$ cat src/rtl/bfwm_pkg.sv
// Shared field widths and operation codes for the window-mean FIFO.
package bfwm_pkg;

    // Beat field widths
    localparam int FUNC_W   = 1;
    localparam int ID_W     = 12;
    localparam int HEIGHT_W = 8;
    localparam int MEAN_W   = 8;
    localparam int FILL_W   = 3;

    // Operation codes carried in func
    typedef enum logic [FUNC_W-1:0] {
        FUNC_INSERT = 1'b0,
        FUNC_REMOVE = 1'b1
    } func_t;

endpackage

$ cat src/rtl/bfwm_if.sv
// Command and response channel interfaces (valid/ready) of the window-mean FIFO.
interface bfwm_cmd_if
    import bfwm_pkg::*;
();
    logic                valid;
    logic                ready;
    logic [FUNC_W-1:0]   func;
    logic [ID_W-1:0]     item_id;
    logic [HEIGHT_W-1:0] height;

    modport source (output valid, func, item_id, height, input ready);
    modport sink   (input valid, func, item_id, height, output ready);
endinterface

interface bfwm_rsp_if
    import bfwm_pkg::*;
();
    logic              valid;
    logic              ready;
    logic [MEAN_W-1:0] mean_height;
    logic [ID_W-1:0]   removed_id;
    logic              empty_error;
    logic [FILL_W-1:0] fill_count;

    modport source (output valid, mean_height, removed_id, empty_error, fill_count,
                    input ready);
    modport sink   (input valid, mean_height, removed_id, empty_error, fill_count,
                    output ready);
endinterface

$ cat src/rtl/bounded_fifo_window_mean.sv
// Window-mean FIFO: insert returns the rounded mean height, remove pops the oldest id.
// Remove: result registered at the accept edge, 1 beat per cycle while the response side keeps ready high.
// Insert: an accept step, then a restoring divider that yields one quotient bit per cycle;
// command ready is low while it runs.
// Reset (rst_n, async low) clears head, count, sum, sequencer and output valid;
// the id and height stores are not cleared and are read only once written.
module bounded_fifo_window_mean
    import bfwm_pkg::*;
#(
    parameter int CAPACITY = 5
) (
    input  logic        clk,
    input  logic        rst_n,
    bfwm_cmd_if.sink    cmd,
    bfwm_rsp_if.source  rsp
);

    // Derived widths
    localparam int IW    = (CAPACITY > 1) ? $clog2(CAPACITY) : 1;
    localparam int CW    = $clog2(CAPACITY + 1);
    localparam int TW    = $clog2(2 * CAPACITY + 1);
    localparam int SW    = $clog2(255 * CAPACITY + 1);
    localparam int NUM_W = $clog2(511 * CAPACITY + 1);
    localparam int DW    = $clog2(2 * CAPACITY + 1);
    localparam int BW    = $clog2(NUM_W + 1);

    typedef enum logic {
        ST_IDLE,
        ST_DIV
    } state_t;

    state_t            state_reg, state_next;
    logic [IW-1:0]     head_reg, head_next;
    logic [CW-1:0]     count_reg, count_next;
    logic [SW-1:0]     sum_reg, sum_next;
    logic [NUM_W-1:0]  num_reg, num_next;
    logic [DW-1:0]     den_reg, den_next;
    logic [DW-1:0]     rem_reg, rem_next;
    logic [BW-1:0]     bit_cnt_reg, bit_cnt_next;

    logic              out_valid_reg, out_valid_next;
    logic [MEAN_W-1:0] mean_reg, mean_next;
    logic [ID_W-1:0]   rid_reg, rid_next;
    logic              err_reg, err_next;
    logic [FILL_W-1:0] fill_reg, fill_next;

    logic [ID_W-1:0]     id_store_reg     [CAPACITY];
    logic [HEIGHT_W-1:0] height_store_reg [CAPACITY];

    logic              accept;
    logic              load_out;
    logic              wr_en;
    logic              full;
    logic [IW-1:0]     head_inc;
    logic [IW-1:0]     head_ins;
    logic [CW-1:0]     cnt_base;
    logic [CW-1:0]     count_ins;
    logic [SW-1:0]     sum_base;
    logic [SW-1:0]     sum_ins;
    logic [TW-1:0]     tail_sum;
    logic [IW-1:0]     tail;
    logic [HEIGHT_W-1:0] head_height;
    logic [DW:0]       rem_shift;
    logic              quo_bit;

    assign cmd.ready = (state_reg == ST_IDLE) && (!out_valid_reg || rsp.ready);
    assign accept    = cmd.valid && cmd.ready;

    // Oldest entry and the slot after it
    assign head_height = height_store_reg[head_reg];
    assign head_inc    = (head_reg == IW'(CAPACITY - 1)) ? '0 : head_reg + IW'(1);
    assign full        = (count_reg == CW'(CAPACITY));

    // Insert path: evict when full, then append at the tail
    assign head_ins  = full ? head_inc : head_reg;
    assign cnt_base  = full ? count_reg - CW'(1) : count_reg;
    assign sum_base  = full ? sum_reg - SW'(head_height) : sum_reg;
    assign sum_ins   = sum_base + SW'(cmd.height);
    assign count_ins = cnt_base + CW'(1);
    assign tail_sum  = TW'(head_ins) + TW'(cnt_base);
    assign tail      = (tail_sum >= TW'(CAPACITY)) ? IW'(tail_sum - TW'(CAPACITY))
                                                   : IW'(tail_sum);
    assign wr_en     = accept && (cmd.func == FUNC_INSERT);

    // Divider step: shift in next numerator bit, subtract when it fits
    assign rem_shift = {rem_reg, num_reg[NUM_W-1]};
    assign quo_bit   = (rem_shift >= {1'b0, den_reg});

    // Sequencer next state
    always_comb
    begin
        state_next     = state_reg;
        head_next      = head_reg;
        count_next     = count_reg;
        sum_next       = sum_reg;
        num_next       = num_reg;
        den_next       = den_reg;
        rem_next       = rem_reg;
        bit_cnt_next   = bit_cnt_reg;
        mean_next      = mean_reg;
        rid_next       = rid_reg;
        err_next       = err_reg;
        fill_next      = fill_reg;
        load_out       = 1'b0;

        case (state_reg)
            ST_IDLE:
            begin
                if (accept)
                begin
                    if (cmd.func == FUNC_INSERT)
                    begin
                        head_next    = head_ins;
                        count_next   = count_ins;
                        sum_next     = sum_ins;
                        // (2*sum + count) / (2*count)
                        num_next     = NUM_W'({sum_ins, 1'b0}) + NUM_W'(count_ins);
                        den_next     = DW'({count_ins, 1'b0});
                        rem_next     = '0;
                        bit_cnt_next = BW'(NUM_W);
                        state_next   = ST_DIV;
                    end
                    else if (count_reg == '0)
                    begin
                        load_out  = 1'b1;
                        mean_next = '0;
                        rid_next  = '0;
                        err_next  = 1'b1;
                        fill_next = '0;
                    end
                    else
                    begin
                        head_next  = head_inc;
                        count_next = count_reg - CW'(1);
                        sum_next   = sum_reg - SW'(head_height);
                        load_out   = 1'b1;
                        mean_next  = '0;
                        rid_next   = id_store_reg[head_reg];
                        err_next   = 1'b0;
                        fill_next  = FILL_W'(count_reg - CW'(1));
                    end
                end
            end
            ST_DIV:
            begin
                rem_next     = quo_bit ? DW'(rem_shift - {1'b0, den_reg}) : rem_shift[DW-1:0];
                num_next     = {num_reg[NUM_W-2:0], quo_bit};
                bit_cnt_next = bit_cnt_reg - BW'(1);
                if (bit_cnt_reg == BW'(1))
                begin
                    load_out   = 1'b1;
                    mean_next  = MEAN_W'({num_reg[NUM_W-2:0], quo_bit});
                    rid_next   = '0;
                    err_next   = 1'b0;
                    fill_next  = FILL_W'(count_reg);
                    state_next = ST_IDLE;
                end
            end
            default:
            begin
                state_next = ST_IDLE;
            end
        endcase

        // Output register: freed on take, set on a new result
        out_valid_next = out_valid_reg && !rsp.ready;
        if (load_out)
        begin
            out_valid_next = 1'b1;
        end
    end

    // State, control and registered outputs
    always_ff @(posedge clk or negedge rst_n)
    begin
        if (!rst_n)
        begin
            state_reg     <= ST_IDLE;
            head_reg      <= '0;
            count_reg     <= '0;
            sum_reg       <= '0;
            bit_cnt_reg   <= '0;
            out_valid_reg <= 1'b0;
        end
        else
        begin
            state_reg     <= state_next;
            head_reg      <= head_next;
            count_reg     <= count_next;
            sum_reg       <= sum_next;
            bit_cnt_reg   <= bit_cnt_next;
            out_valid_reg <= out_valid_next;
        end
    end

    // Datapath and payload, no reset
    always_ff @(posedge clk)
    begin
        num_reg  <= num_next;
        den_reg  <= den_next;
        rem_reg  <= rem_next;
        mean_reg <= mean_next;
        rid_reg  <= rid_next;
        err_reg  <= err_next;
        fill_reg <= fill_next;
        if (wr_en)
        begin
            id_store_reg[tail]     <= cmd.item_id;
            height_store_reg[tail] <= cmd.height;
        end
    end

    assign rsp.valid       = out_valid_reg;
    assign rsp.mean_height = mean_reg;
    assign rsp.removed_id  = rid_reg;
    assign rsp.empty_error = err_reg;
    assign rsp.fill_count  = fill_reg;

`ifndef ASSERT_OFF
    // Never more items than slots
    a_count_bound: assert property (@(posedge clk) disable iff (!rst_n)
        count_reg <= CW'(CAPACITY))
        else $error("item count above capacity");

    // A pending beat is never overwritten by a new result
    a_no_overwrite: assert property (@(posedge clk) disable iff (!rst_n)
        (out_valid_reg && !rsp.ready) |-> !load_out)
        else $error("result overwrote a pending beat");

    // Divider always has bits left while running
    a_div_count: assert property (@(posedge clk) disable iff (!rst_n)
        (state_reg == ST_DIV) |-> (bit_cnt_reg != '0))
        else $error("divider ran past its last bit");

    // An empty-queue remove reports nothing else
    a_err_clean: assert property (@(posedge clk) disable iff (!rst_n)
        (rsp.valid && rsp.empty_error) |->
            (rsp.fill_count == '0 && rsp.removed_id == '0 && rsp.mean_height == '0))
        else $error("empty error with nonzero fields");
`endif

endmodule
$ cat src/flat_wrapper.sv
// flat-port wrapper written by rule: the top's interface ports become plain ports
module bounded_fifo_window_mean_flat import bfwm_pkg::*;
#(
    parameter int CAPACITY = 5
)
  (clk, rst_n, cmd_valid, cmd_func, cmd_item_id, cmd_height, cmd_ready, rsp_valid, rsp_mean_height, rsp_removed_id, rsp_empty_error, rsp_fill_count, rsp_ready);
  bfwm_cmd_if cmd_i ();
  bfwm_rsp_if rsp_i ();
  input  logic clk;
  input  logic rst_n;
  input wire logic [$bits(cmd_i.valid)-1:0] cmd_valid;
  input wire logic [$bits(cmd_i.func)-1:0] cmd_func;
  input wire logic [$bits(cmd_i.item_id)-1:0] cmd_item_id;
  input wire logic [$bits(cmd_i.height)-1:0] cmd_height;
  output wire logic [$bits(cmd_i.ready)-1:0] cmd_ready;
  output wire logic [$bits(rsp_i.valid)-1:0] rsp_valid;
  output wire logic [$bits(rsp_i.mean_height)-1:0] rsp_mean_height;
  output wire logic [$bits(rsp_i.removed_id)-1:0] rsp_removed_id;
  output wire logic [$bits(rsp_i.empty_error)-1:0] rsp_empty_error;
  output wire logic [$bits(rsp_i.fill_count)-1:0] rsp_fill_count;
  input wire logic [$bits(rsp_i.ready)-1:0] rsp_ready;
  assign cmd_i.valid = cmd_valid;
  assign cmd_i.func = cmd_func;
  assign cmd_i.item_id = cmd_item_id;
  assign cmd_i.height = cmd_height;
  assign cmd_ready = cmd_i.ready;
  assign rsp_valid = rsp_i.valid;
  assign rsp_mean_height = rsp_i.mean_height;
  assign rsp_removed_id = rsp_i.removed_id;
  assign rsp_empty_error = rsp_i.empty_error;
  assign rsp_fill_count = rsp_i.fill_count;
  assign rsp_i.ready = rsp_ready;
  bounded_fifo_window_mean #(.CAPACITY(CAPACITY)) u_core (.clk(clk), .rst_n(rst_n), .cmd(cmd_i), .rsp(rsp_i));
endmodule
$ cat config.mk
export PLATFORM = sky130hd
export DESIGN_NAME = bounded_fifo_window_mean_flat
export DESIGN_NICKNAME = d
export VERILOG_FILES = /design/src/rtl/bfwm_pkg.sv /design/src/rtl/bfwm_if.sv /design/src/rtl/bounded_fifo_window_mean.sv /design/src/flat_wrapper.sv
export SDC_FILE = /design/constraint.sdc
export NUM_CORES = 1
export LEC_CHECK = 0
export ABC_AREA = 0
export BUFFER_PORTS_ARGS = -buffer_cell sky130_fd_sc_hd__buf_2
export CAP_MARGIN = 20
export CORE_MARGIN = 4
export CORE_UTILIZATION = 29
export CTS_BUF_LIST = sky130_fd_sc_hd__clkbuf_2
export DETAILED_ROUTE_END_ITERATION = 10
export MAX_ROUTING_LAYER = met4
export SYNTH_ARGS = -nofsm -noshare
export SYNTH_HDL_FRONTEND = slang
export SYNTH_SLANG_ARGS = --single-unit
$ cat constraint.sdc
create_clock -name clk -period 10.9 [get_ports clk]
set_input_delay 2.18 -clock clk [delete_from_list [all_inputs] [get_ports clk]]
set_output_delay 2.18 -clock clk [all_outputs]
set_load 0.005 [all_outputs]
Word level (Yosys, flattened, before mapping)
Memory sizes are Yosys's and may differ from the RTL's.
Cells that the tools add are included.
{"block": "op_classes", "eq_ne": 8, "order_cmp": 2, "muxes": 51, "n_bitwise": 2, "n_addsub": 10, "n_reduce_logical": 12}
{"cell": "$mux W12", "count": 6}
{"cell": "$pmux W12 S2", "count": 2}
{"cell": "$mux W3", "count": 12}
{"cell": "$mux W11", "count": 3}
{"cell": "$mux W8", "count": 3}
{"cell": "$mux W4", "count": 5}
{"cell": "$pmux W4 S2", "count": 2}
{"cell": "$pmux W8 S2", "count": 1}
{"cell": "$mux W1", "count": 13}
{"cell": "$add A12 B3 Y12", "count": 1}
{"cell": "$add A11 B8 Y11", "count": 1}
{"cell": "$sub A11 B8 Y11", "count": 1}
{"cell": "$reduce_and A3 Y1", "count": 3}
{"cell": "$ne A2 B2 Y1 const B", "count": 4}
{"cell": "$add A3 B1 Y3 const B", "count": 2}
{"cell": "$eq A3 B3 Y1 const B", "count": 2}
{"cell": "$pmux W1 S2", "count": 3}
{"cell": "$pmux W3 S2", "count": 1}
{"cell": "$ge A5 B4 Y1", "count": 1}
{"cell": "$add A3 B3 Y4", "count": 1}
{"cell": "$eq A4 B1 Y1 const B", "count": 1}
{"cell": "$ge A4 B3 Y1 const B", "count": 1}
{"cell": "$logic_and A1 B1 Y1", "count": 4}
{"cell": "$sub A4 B1 Y4 const B", "count": 1}
{"cell": "other kinds (9)", "count": 11}
{"block": "word_totals", "out_inout_bits": 26, "reg_bits": 66, "ramBits": 100, "n_memories": 2}
{"name": "u_core.id_store_reg", "words": 5, "width": 12, "read_ports": 1, "rd_clocked_by_memory_dff": 0, "write_ports": 1, "line_no": "bounded_fifo_window_mean.sv:47", "source": "logic [ID_W-1:0] id_store_reg [CAPACITY];"}
{"name": "u_core.height_store_reg", "words": 5, "width": 8, "read_ports": 1, "rd_clocked_by_memory_dff": 0, "write_ports": 1, "line_no": "bounded_fifo_window_mean.sv:48", "source": "logic [HEIGHT_W-1:0] height_store_reg [CAPACITY];"}

Longest topological paths before layout
Gate-level depths: netlist (run 1).
An unclocked memory read counts as a cell.
{"block": "depth", "depth_word": 8, "ltp_mapped": 20}

Least setup slack after synthesis (run 1)
OpenSTA, ideal clock, no wires.
{"block": "synth_path", "kind": "register to register", "from": "register u_core.count_reg[0]", "to": "memory u_core.height_store_reg[4][0], enable pin", "path_slack_ns": 5.378, "path_stages_with_launch": 16, "setup_time_ns": 0.422, "arrival_ns": 5.100, "path_cell_list": "dfrtp_1 > ha_1 > nand2_1 > clkbuf_1 > clkbuf_1 > a211oi_1 > a21o_1 > ha_1 > fa_1 > inv_1 > ha_1 > nor2b_1 > o21ai_0 > a211oi_1 > a31oi_1 > nor3_1"}
{"block": "synth_between", "elab_chain_cells": 5, "word_cells_on_any_way": 8, "cone_classes": "3 x add/sub; 1 x order compare; 1 x eq/ne; 3 x mux"}
{"item": "start: declaration", "line_no": "bounded_fifo_window_mean.sv:34", "source": "logic [CW-1:0] count_reg, count_next;"}
{"item": "start signal: assignment", "line_no": "bounded_fifo_window_mean.sv:189", "source": "count_reg <= count_next;"}
{"item": "$sub A3 B1 Y3 / $eq A3 B3 Y1 (equally long branches)", "line_no": "bounded_fifo_window_mean.sv:76, bounded_fifo_window_mean.sv:72"}
{"item": "$mux W3, on equally long branches", "line_no": "bounded_fifo_window_mean.sv:76, bounded_fifo_window_mean.sv:75"}
{"item": "$add A3 B3 Y4 *", "line_no": "bounded_fifo_window_mean.sv:80", "source": "assign tail_sum = TW'(head_ins) + TW'(cnt_base);"}
{"item": "$ge A4 B3 Y1 / $sub A3 B3 Y3 (equally long branches)", "line_no": "bounded_fifo_window_mean.sv:81", "source": "assign tail = (tail_sum >= TW'(CAPACITY)) ? IW'(tail_sum - TW'(CAPACITY))"}
{"item": "$mux W3 *", "line_no": "bounded_fifo_window_mean.sv:81"}
{"item": "end: declaration", "line_no": "bounded_fifo_window_mean.sv:48"}
Mark *: on every way between the ends. The rest lies on a longest branch, timed or not.

Final worst setup path (run 1)
{"block": "layout_path", "from": "register u_core.count_reg[1]", "to": "memory u_core.id_store_reg[4][2], enable pin"}
{"block": "layout_between", "elab_chain_cells": 5, "word_cells_on_any_way": 8, "cone_classes": "3 x add/sub; 1 x order compare; 1 x eq/ne; 3 x mux"}
{"item": "$sub A3 B1 Y3 / $eq A3 B3 Y1 (equally long branches)", "line_no": "bounded_fifo_window_mean.sv:76, bounded_fifo_window_mean.sv:72"}
{"item": "$mux W3, on equally long branches", "line_no": "bounded_fifo_window_mean.sv:76, bounded_fifo_window_mean.sv:75"}
{"item": "$add A3 B3 Y4 *", "line_no": "bounded_fifo_window_mean.sv:80"}
{"item": "$ge A4 B3 Y1 / $sub A3 B3 Y3 (equally long branches)", "line_no": "bounded_fifo_window_mean.sv:81"}
{"item": "$mux W3 *", "line_no": "bounded_fifo_window_mean.sv:81"}
{"item": "end: declaration", "line_no": "bounded_fifo_window_mean.sv:47"}
Marks and branches as above.

==> run_results.csv, run 1 <==
group,metric,value,unit
final_layout,drive_above_1_share,20.7,%
synthesis,avgSynthCellArea,13.6,sq um
critical_path,endpoint_kind,"flip-flop",
drt,num_vias,4686,
pwr,p_int,1.61,mW
place,gp_congestion,0.826,
grt,grt_usage,11.1,%
synthesis,syn_inst,589,
grt,gr-usage-met1,14.0,%
grt,antenna_found_initial,2,
cts,htreeDepth,4,
die,die_w,174,um
critical_path,r2r-start,"u_core.count_reg[1]",
drt,drt-initial-drc-count,273,
pwr,p_seq_share,34.2,%
drt,ant_nets,0,
critical_path,slowest_stage,"a211oi_1",
hold_path,holdPathEnd,"u_core.bit_cnt_reg[3]",
synthesis,synth_area_leaders,"edfxtp_1 53%, dfrtp_1 7.2%, mux4_2 5.6%, ha_1 5.3%, mux2i_1 3.2%",
pwr,pwr-share-clk,11.3,%
final_layout,fill_cells,2662,
cts,cts_buffers,17,
drt,drt_pass1_iterations,4,
final_layout,fin_cells,1032,
grt,grt_pass1_wl,26000,um
cts,cts_tree,"built",
grt,grt_max_degree,29,
synthesis,synth_most_common_cell,"edfxtp_1",
timing,setup_viol,0,
timing,rsz0062_at_grt,"false",
timing,timing.final.hold_violations,0,
drt,drc,0,
synthesis,yosys-top-cells-count,"143 x edfxtp_1, 51 x nor2_1, 36 x nand2_1",
die,placementRows,60,
synthesis,yosys.area.top_type,"edfxtp_1",
pwr,switching_share,42.0,%
synthesis,synth_enable_flop_cells,143,
hold_path,hp-start,"u_core.bit_cnt_reg[3]",
synthesis,ys_seq_elements,166,
job,drv_cap,0,
timing,drv_slew,0,
timing,worst_pin_slew,0.859,ns
synthesis,syn_area,0.00803,sq mm
cts,clk_latency,0.75,ns
cts,cts_resized,0,
critical_path,critical_path_class,"reg -> reg",
hold_path,hold_class,"reg -> reg",
critical_path,cp-start-kind,"flip-flop",
cts,cts_buffer_depth,2,
final_layout,area_growth,11.8,%
drt,routedWlPerCell,15.3,um
synthesis,ys_seq_area_share,60.6,%
critical_path,cpPeakStageDelay,0.73,ns
timing,skew,0.0416,ns
timing,slew_headroom,42.4,%
die,fp.dieH,174,um
final_layout,fin_area,0.00898,sq mm
pwr,pwr-share-comb,54.5,%
critical_path,cp.required,11.39,ns
outcome,status,"complete, no violations",
synthesis,synth_nets,653,
grt,gr-total-overflow,0,
critical_path,crit_buf_inv,3,
drt,drt-vias-per-instance,4.54,
cts,clkTransAtPathRegs,0.24,ns
timing,fmax,182,MHz
pwr,net-switching-power,1.16,mW
final_layout,largest_reg_flops,60,
grt,grt_busiest_layer,"met2",
critical_path,reg2reg_slack,5.40,ns
timing,finalCriticalPeriod,5.50,ns
critical_path,r2r_cells,13,
drt,finalWirelength,15700,um
timing,min_period_over_period,50.4,%
die,core_area,0.0271,sq mm
critical_path,arrival,5.99,ns
cts,post_cts_buffers,0,
place,dpl.hpwl,10800,um
grt,groute.layer.met3.usage,2.37,%
grt,grt_pass1_vias,4873,
synthesis,yosysWarningCount,0,
critical_path,reg2reg_to,"u_core.id_store_reg[4][2]",
synthesis,synth_top_area_share,53.5,%
hold_path,holdPathStages,1,
synthesis,async_reset_ff_share,13.9,%
final_layout,layout.nets,710,
synthesis,ys_types,59,
critical_path,worstPathCellList,"inv_1 > ha_1 > nand2_1 > o21ai_0 > fa_1 > inv_1 > ha_1 > nor2b_1 > o21ai_0 > a211oi_1 > a31oi_1 > nor3_2 > buf_4",
pwr,p_leak,3.29,nW
timing,fin_hold_ws,0.507,ns
die,start_util,29.6,%
place,port_buffers,50,
place,post_dp_cell_area,0.00874,sq mm
grt,grtUsageMet2,17.7,%
die,dieArea,0.0304,sq mm
critical_path,cp_max_fo,25,
pwr,peakVddDrop,0.000108,V
cts,cts_hold_repair.buffers,0,
timing,setup-tns-final,0,ns
critical_path,crit_family,"compound AO/OA/AOI/OAI gates",
cts,clkSinkCount,166,
cts,root_buffer,"clkbuf_2",
pwr,p_per_area,309,mW/mm^2
synthesis,synthFlopType,"edfxtp_1",
place,place_inst,998,
die,ios,51,
-- metal layers --
metal | share of wire (%) | routed length (um) | up-vias
met5 | 0 | 0 | -
met3 | 2.4 | 373 | 19
met4 | 1.8 | 283 | 0
li1 | - | - | 2328
met1 | 47 | 7360 | 2295
met2 | 49 | 7730 | 44
-- kinds of logic after synthesis --
family / after synthesis / synth area share [%]
adders and majority gates: 39 / 6.54
muxes: 57 / 10.4
and+or+nand+nor: 140 / 8.24
DFF: 166 / 60.6
xor gates and xnor gates: 22 / 2.40
AOI/OAI and AO/OA: 114 / 9.35
buffers and inverters: 51 / 2.46
-- worst register-to-register path: cells and delay by family, from the launching register on --
family	cells	cell delay, ns
compound gates	4	1.78
fa+ha+maj	3	0.99
buf+inv	3	0.63
flops	1	0.47
simple gates	3	1.39
-- cells in the final DEF, fill, tap and decap left out, types with 20 or more instances in the layout --
cell type,instances
nor2_1,49
nand2_1,36
buf_2,50
a21oi_1,31
inv_1,29
mux4_2,20
dfrtp_1,23
edfxtp_1,143
ha_1,34
mux2i_1,26
-- power by group through the flow --
stage                     sequential, mW  combinational, mW  clock (mW)
final                              0.950               1.51       0.313
after floorplan                    0.946               1.19           0
after CTS                          0.952               1.53       0.326
after global placement             0.965               1.50           0
after detailed placement           0.967               1.52           0
after global routing               0.968               1.71       0.356
-- worst max-delay path by stage --
stage	from	endpoint	slack, ns	cells after the start
finish	u_core.count_reg[1]	u_core.id_store_reg[4][2]	5.40	13
global route	u_core.count_reg[1]	u_core.id_store_reg[4][0]	4.77	13
CTS	u_core.count_reg[1]	u_core.id_store_reg[4][0]	5.42	13
detailed placement	u_core.count_reg[1]	u_core.id_store_reg[4][8]	5.42	13
global placement	u_core.count_reg[1]	u_core.id_store_reg[4][8]	5.67	13
floorplan	u_core.count_reg[0]	u_core.height_store_reg[4][0]	5.38	15
-- metrics by stage --
step           utilization, %  power, mW  setup WS [ns]
6_report                 33.1       2.78           5.40
5_1_grt                  33.1       3.04           4.77
4_1_cts                  33.1       2.81           5.42
3_5_place_dp             32.3       2.49           5.42
3_3_place_gp             32.3       2.46           5.67
2_1_floorplan               -       2.13           5.38
-- area by class of cell --
class	count	area [sq um]	share of cell area (%)
antenna	2	5.00	0.0557
clock buffer	19	95.1	1.06
clock inverter	12	118	1.31
inverter	29	109	1.21
multi-input combinational	372	2980	33.2
sequential	166	4870	54.2
tap	372	465	5.18
timing repair buffer	60	333	3.71
No activity file was read; power rests on OpenSTA's default activity.
==> inputs of run 2 (changes only) <==
Clock period 10.9 ns to 4.5 ns, I/O delays scaled along.
==> run_results.csv, run 2 (synthesized netlist as in run 1, its figures left out) <==
group,metric,value,unit
die,start_util,29.6,%
critical_path,cp_max_fo,5,
critical_path,r2r-start,"u_core.head_reg[0]",
hold_path,hold_class,"in -> async",
cts,cts_buffer_depth,2,
die,ios,51,
critical_path,reg2reg_slack,0.15,ns
critical_path,reg2reg_to,"u_core.num_reg[11]",
pwr,peakVddDrop,0.000310,V
pwr,pwr-share-clk,11.5,%
critical_path,arrival,4.95,ns
cts,htreeDepth,4,
drt,finalWirelength,16700,um
timing,slew_headroom,51.1,%
cts,cts_tree,"built",
critical_path,crit_buf_inv,1,
pwr,switching_share,40.7,%
pwr,p_int,4.58,mW
grt,gr-total-overflow,0,
die,placementRows,60,
critical_path,slowest_stage,"mux4_2",
timing,skew,0.0400,ns
timing,worst_pin_slew,0.732,ns
place,port_buffers,50,
final_layout,drive_above_1_share,28.7,%
drt,routedWlPerCell,15.6,um
critical_path,worstSetupStartpoint,"u_core.head_reg[0]",
die,dieArea,0.0304,sq mm
pwr,p_leak,3.54,nW
timing,rsz0062_at_grt,"true",
die,core_area,0.0271,sq mm
place,dpl.hpwl,11500,um
grt,grt_usage,11.2,%
place,post_dp_cell_area,0.00903,sq mm
grt,grt_pass1_wl,26400,um
place,place_inst,1028,
drt,drc,0,
pwr,pwr-share-comb,58.7,%
critical_path,critical_path_class,"reg -> reg",
final_layout,multi_input_comb_area,0.00318,sq mm
critical_path,worstPathCellList,"mux4_2 > mux2_4 > ha_4 > inv_2 > fa_2 > mux2_4 > fa_2 > and3_4 > o21a_4 > o311ai_4 > a21oi_2 > nand3b_1 > and2_4 > a311o_1 > a31oi_1",
pwr,p_per_area,806,mW/mm^2
final_layout,area.sequential,0.00487,sq mm
timing,finalCriticalPeriod,4.35,ns
place,gp_congestion,0.799,
timing,drv_slew,0,
grt,antenna_found_initial,4,
cts,cts_buffers,17,
critical_path,critical_path_depth,15,
cts,clkTransAtPathRegs,0.28,ns
pwr,net-switching-power,3.15,mW
critical_path,endpoint_kind,"flip-flop",
final_layout,fin_cells,1072,
timing,fmax,230,MHz
final_layout,layout.nets,747,
grt,grt_max_degree,29,
drt,drt-vias-per-instance,4.57,
critical_path,crit_end,"u_core.num_reg[11]",
critical_path,cpPeakStageDelay,0.51,ns
drt,num_vias,4904,
critical_path,cp.required,5.10,ns
timing,setup_viol,0,
timing,min_period_over_period,96.7,%
die,fp.dieH,174,um
cts,clk_latency,0.74,ns
die,die_w,174,um
final_layout,area_growth,19.3,%
cts,cts_hold_repair.buffers,0,
drt,drt_pass1_iterations,4,
drt,drt-initial-drc-count,265,
job,drv_cap,0,
outcome,status,"complete, no violations",
final_layout,fin_area,0.00958,sq mm
timing,timing.final.hold_violations,0,
critical_path,crit_family,"multiplexers",
final_layout,layout_common_cells,"143 x edfxtp_1, 50 x buf_2, 48 x nor2_1",
grt,grt_pass1_vias,5038,
pwr,p_seq_share,29.8,%
critical_path,cp-start-kind,"flip-flop",
final_layout,final_common_cell,"edfxtp_1",
drt,ant_nets,0,
cts,root_buffer,"clkbuf_2",
final_layout,fill_cells,2638,
cts,clkSinkCount,166,
final_layout,largest_reg_flops,60,
critical_path,r2r_cells,15,
==> run 2: timing repair <==
item,CTS,global route
buffers inserted,0,8
setup endpoints to repair,2,16
gates resized for setup,1,38
endpoints found under the hold margin,0,0
pin swaps,0,11
==> run 2: metrics by stage <==
step                hold slack, ns  util [%]  power (mW)  setup slack [ns]  TNS (ns)
global route                0.0402      35.4        8.36           -0.0436   -0.0668
global placement             0.465      33.3        6.40            0.0124         0
floorplan                    0.446         -        5.24           0.00341         0
finish                       0.117      35.4        7.72             0.149         0
CTS                         0.0369      34.4        7.37            0.0178         0
detailed placement           0.477      33.3        6.46           -0.0373   -0.0373
==> run 2: worst reg2reg max path: stages (launching register included) <==
cell and delay (ns):
dfrtp_2 0.48, mux4_2 0.51, mux2_4 0.29, ha_4 0.17
inv_2 0.05, fa_2 0.45, mux2_4 0.30, fa_2 0.35
and3_4 0.17, o21a_4 0.22, o311ai_4 0.31, a21oi_2 0.10
nand3b_1 0.18, and2_4 0.19, a311o_1 0.31, a31oi_1 0.16
==> run 2: how the worst min path moves through the flow <==
stage	startpoint	end	slack, ns	cells after the start
final	rst_n	u_core.state_reg	0.12	1
after global routing	rst_n	u_core.state_reg	0.04	1
after CTS	rst_n	u_core.rsp.valid	0.04	1
after detailed placement	u_core.bit_cnt_reg[3]	u_core.bit_cnt_reg[3]	0.48	1
after global placement	u_core.bit_cnt_reg[3]	u_core.bit_cnt_reg[3]	0.47	1
after floorplan	u_core.bit_cnt_reg[3]	u_core.bit_cnt_reg[3]	0.45	1
==> run 2: cell type report <==
class	count	area share (%)
Sequential cell	166	50.8
Multi-Input combinational cell	372	33.2
Timing Repair Buffer	97	6.80
Tap cell	372	4.86
Clock inverter	15	2.18
Inverter	29	1.14
Clock buffer	17	0.888
Antenna cell	4	0.104
==> run 2: power by group through the flow <==
stage	Clock, mW	Combinational [mW]	Sequential (mW)
after detailed placement	0	4.13	2.33
final	0.888	4.53	2.30
after global routing	0.991	5.02	2.34
after global placement	0	4.07	2.33
after floorplan	0	2.95	2.29
after CTS	0.923	4.15	2.30
==> run 2: metal layers <==
layer / vias to the layer above / global-route usage (%) / part of all wire [%]
met4: 0 / 3.96 / 1.7
met3: 13 / 2.24 / 3.6
li1: 2417 / - / -
met2: 66 / 18.1 / 51
met1: 2408 / 14.1 / 44
met5: - / - / 0
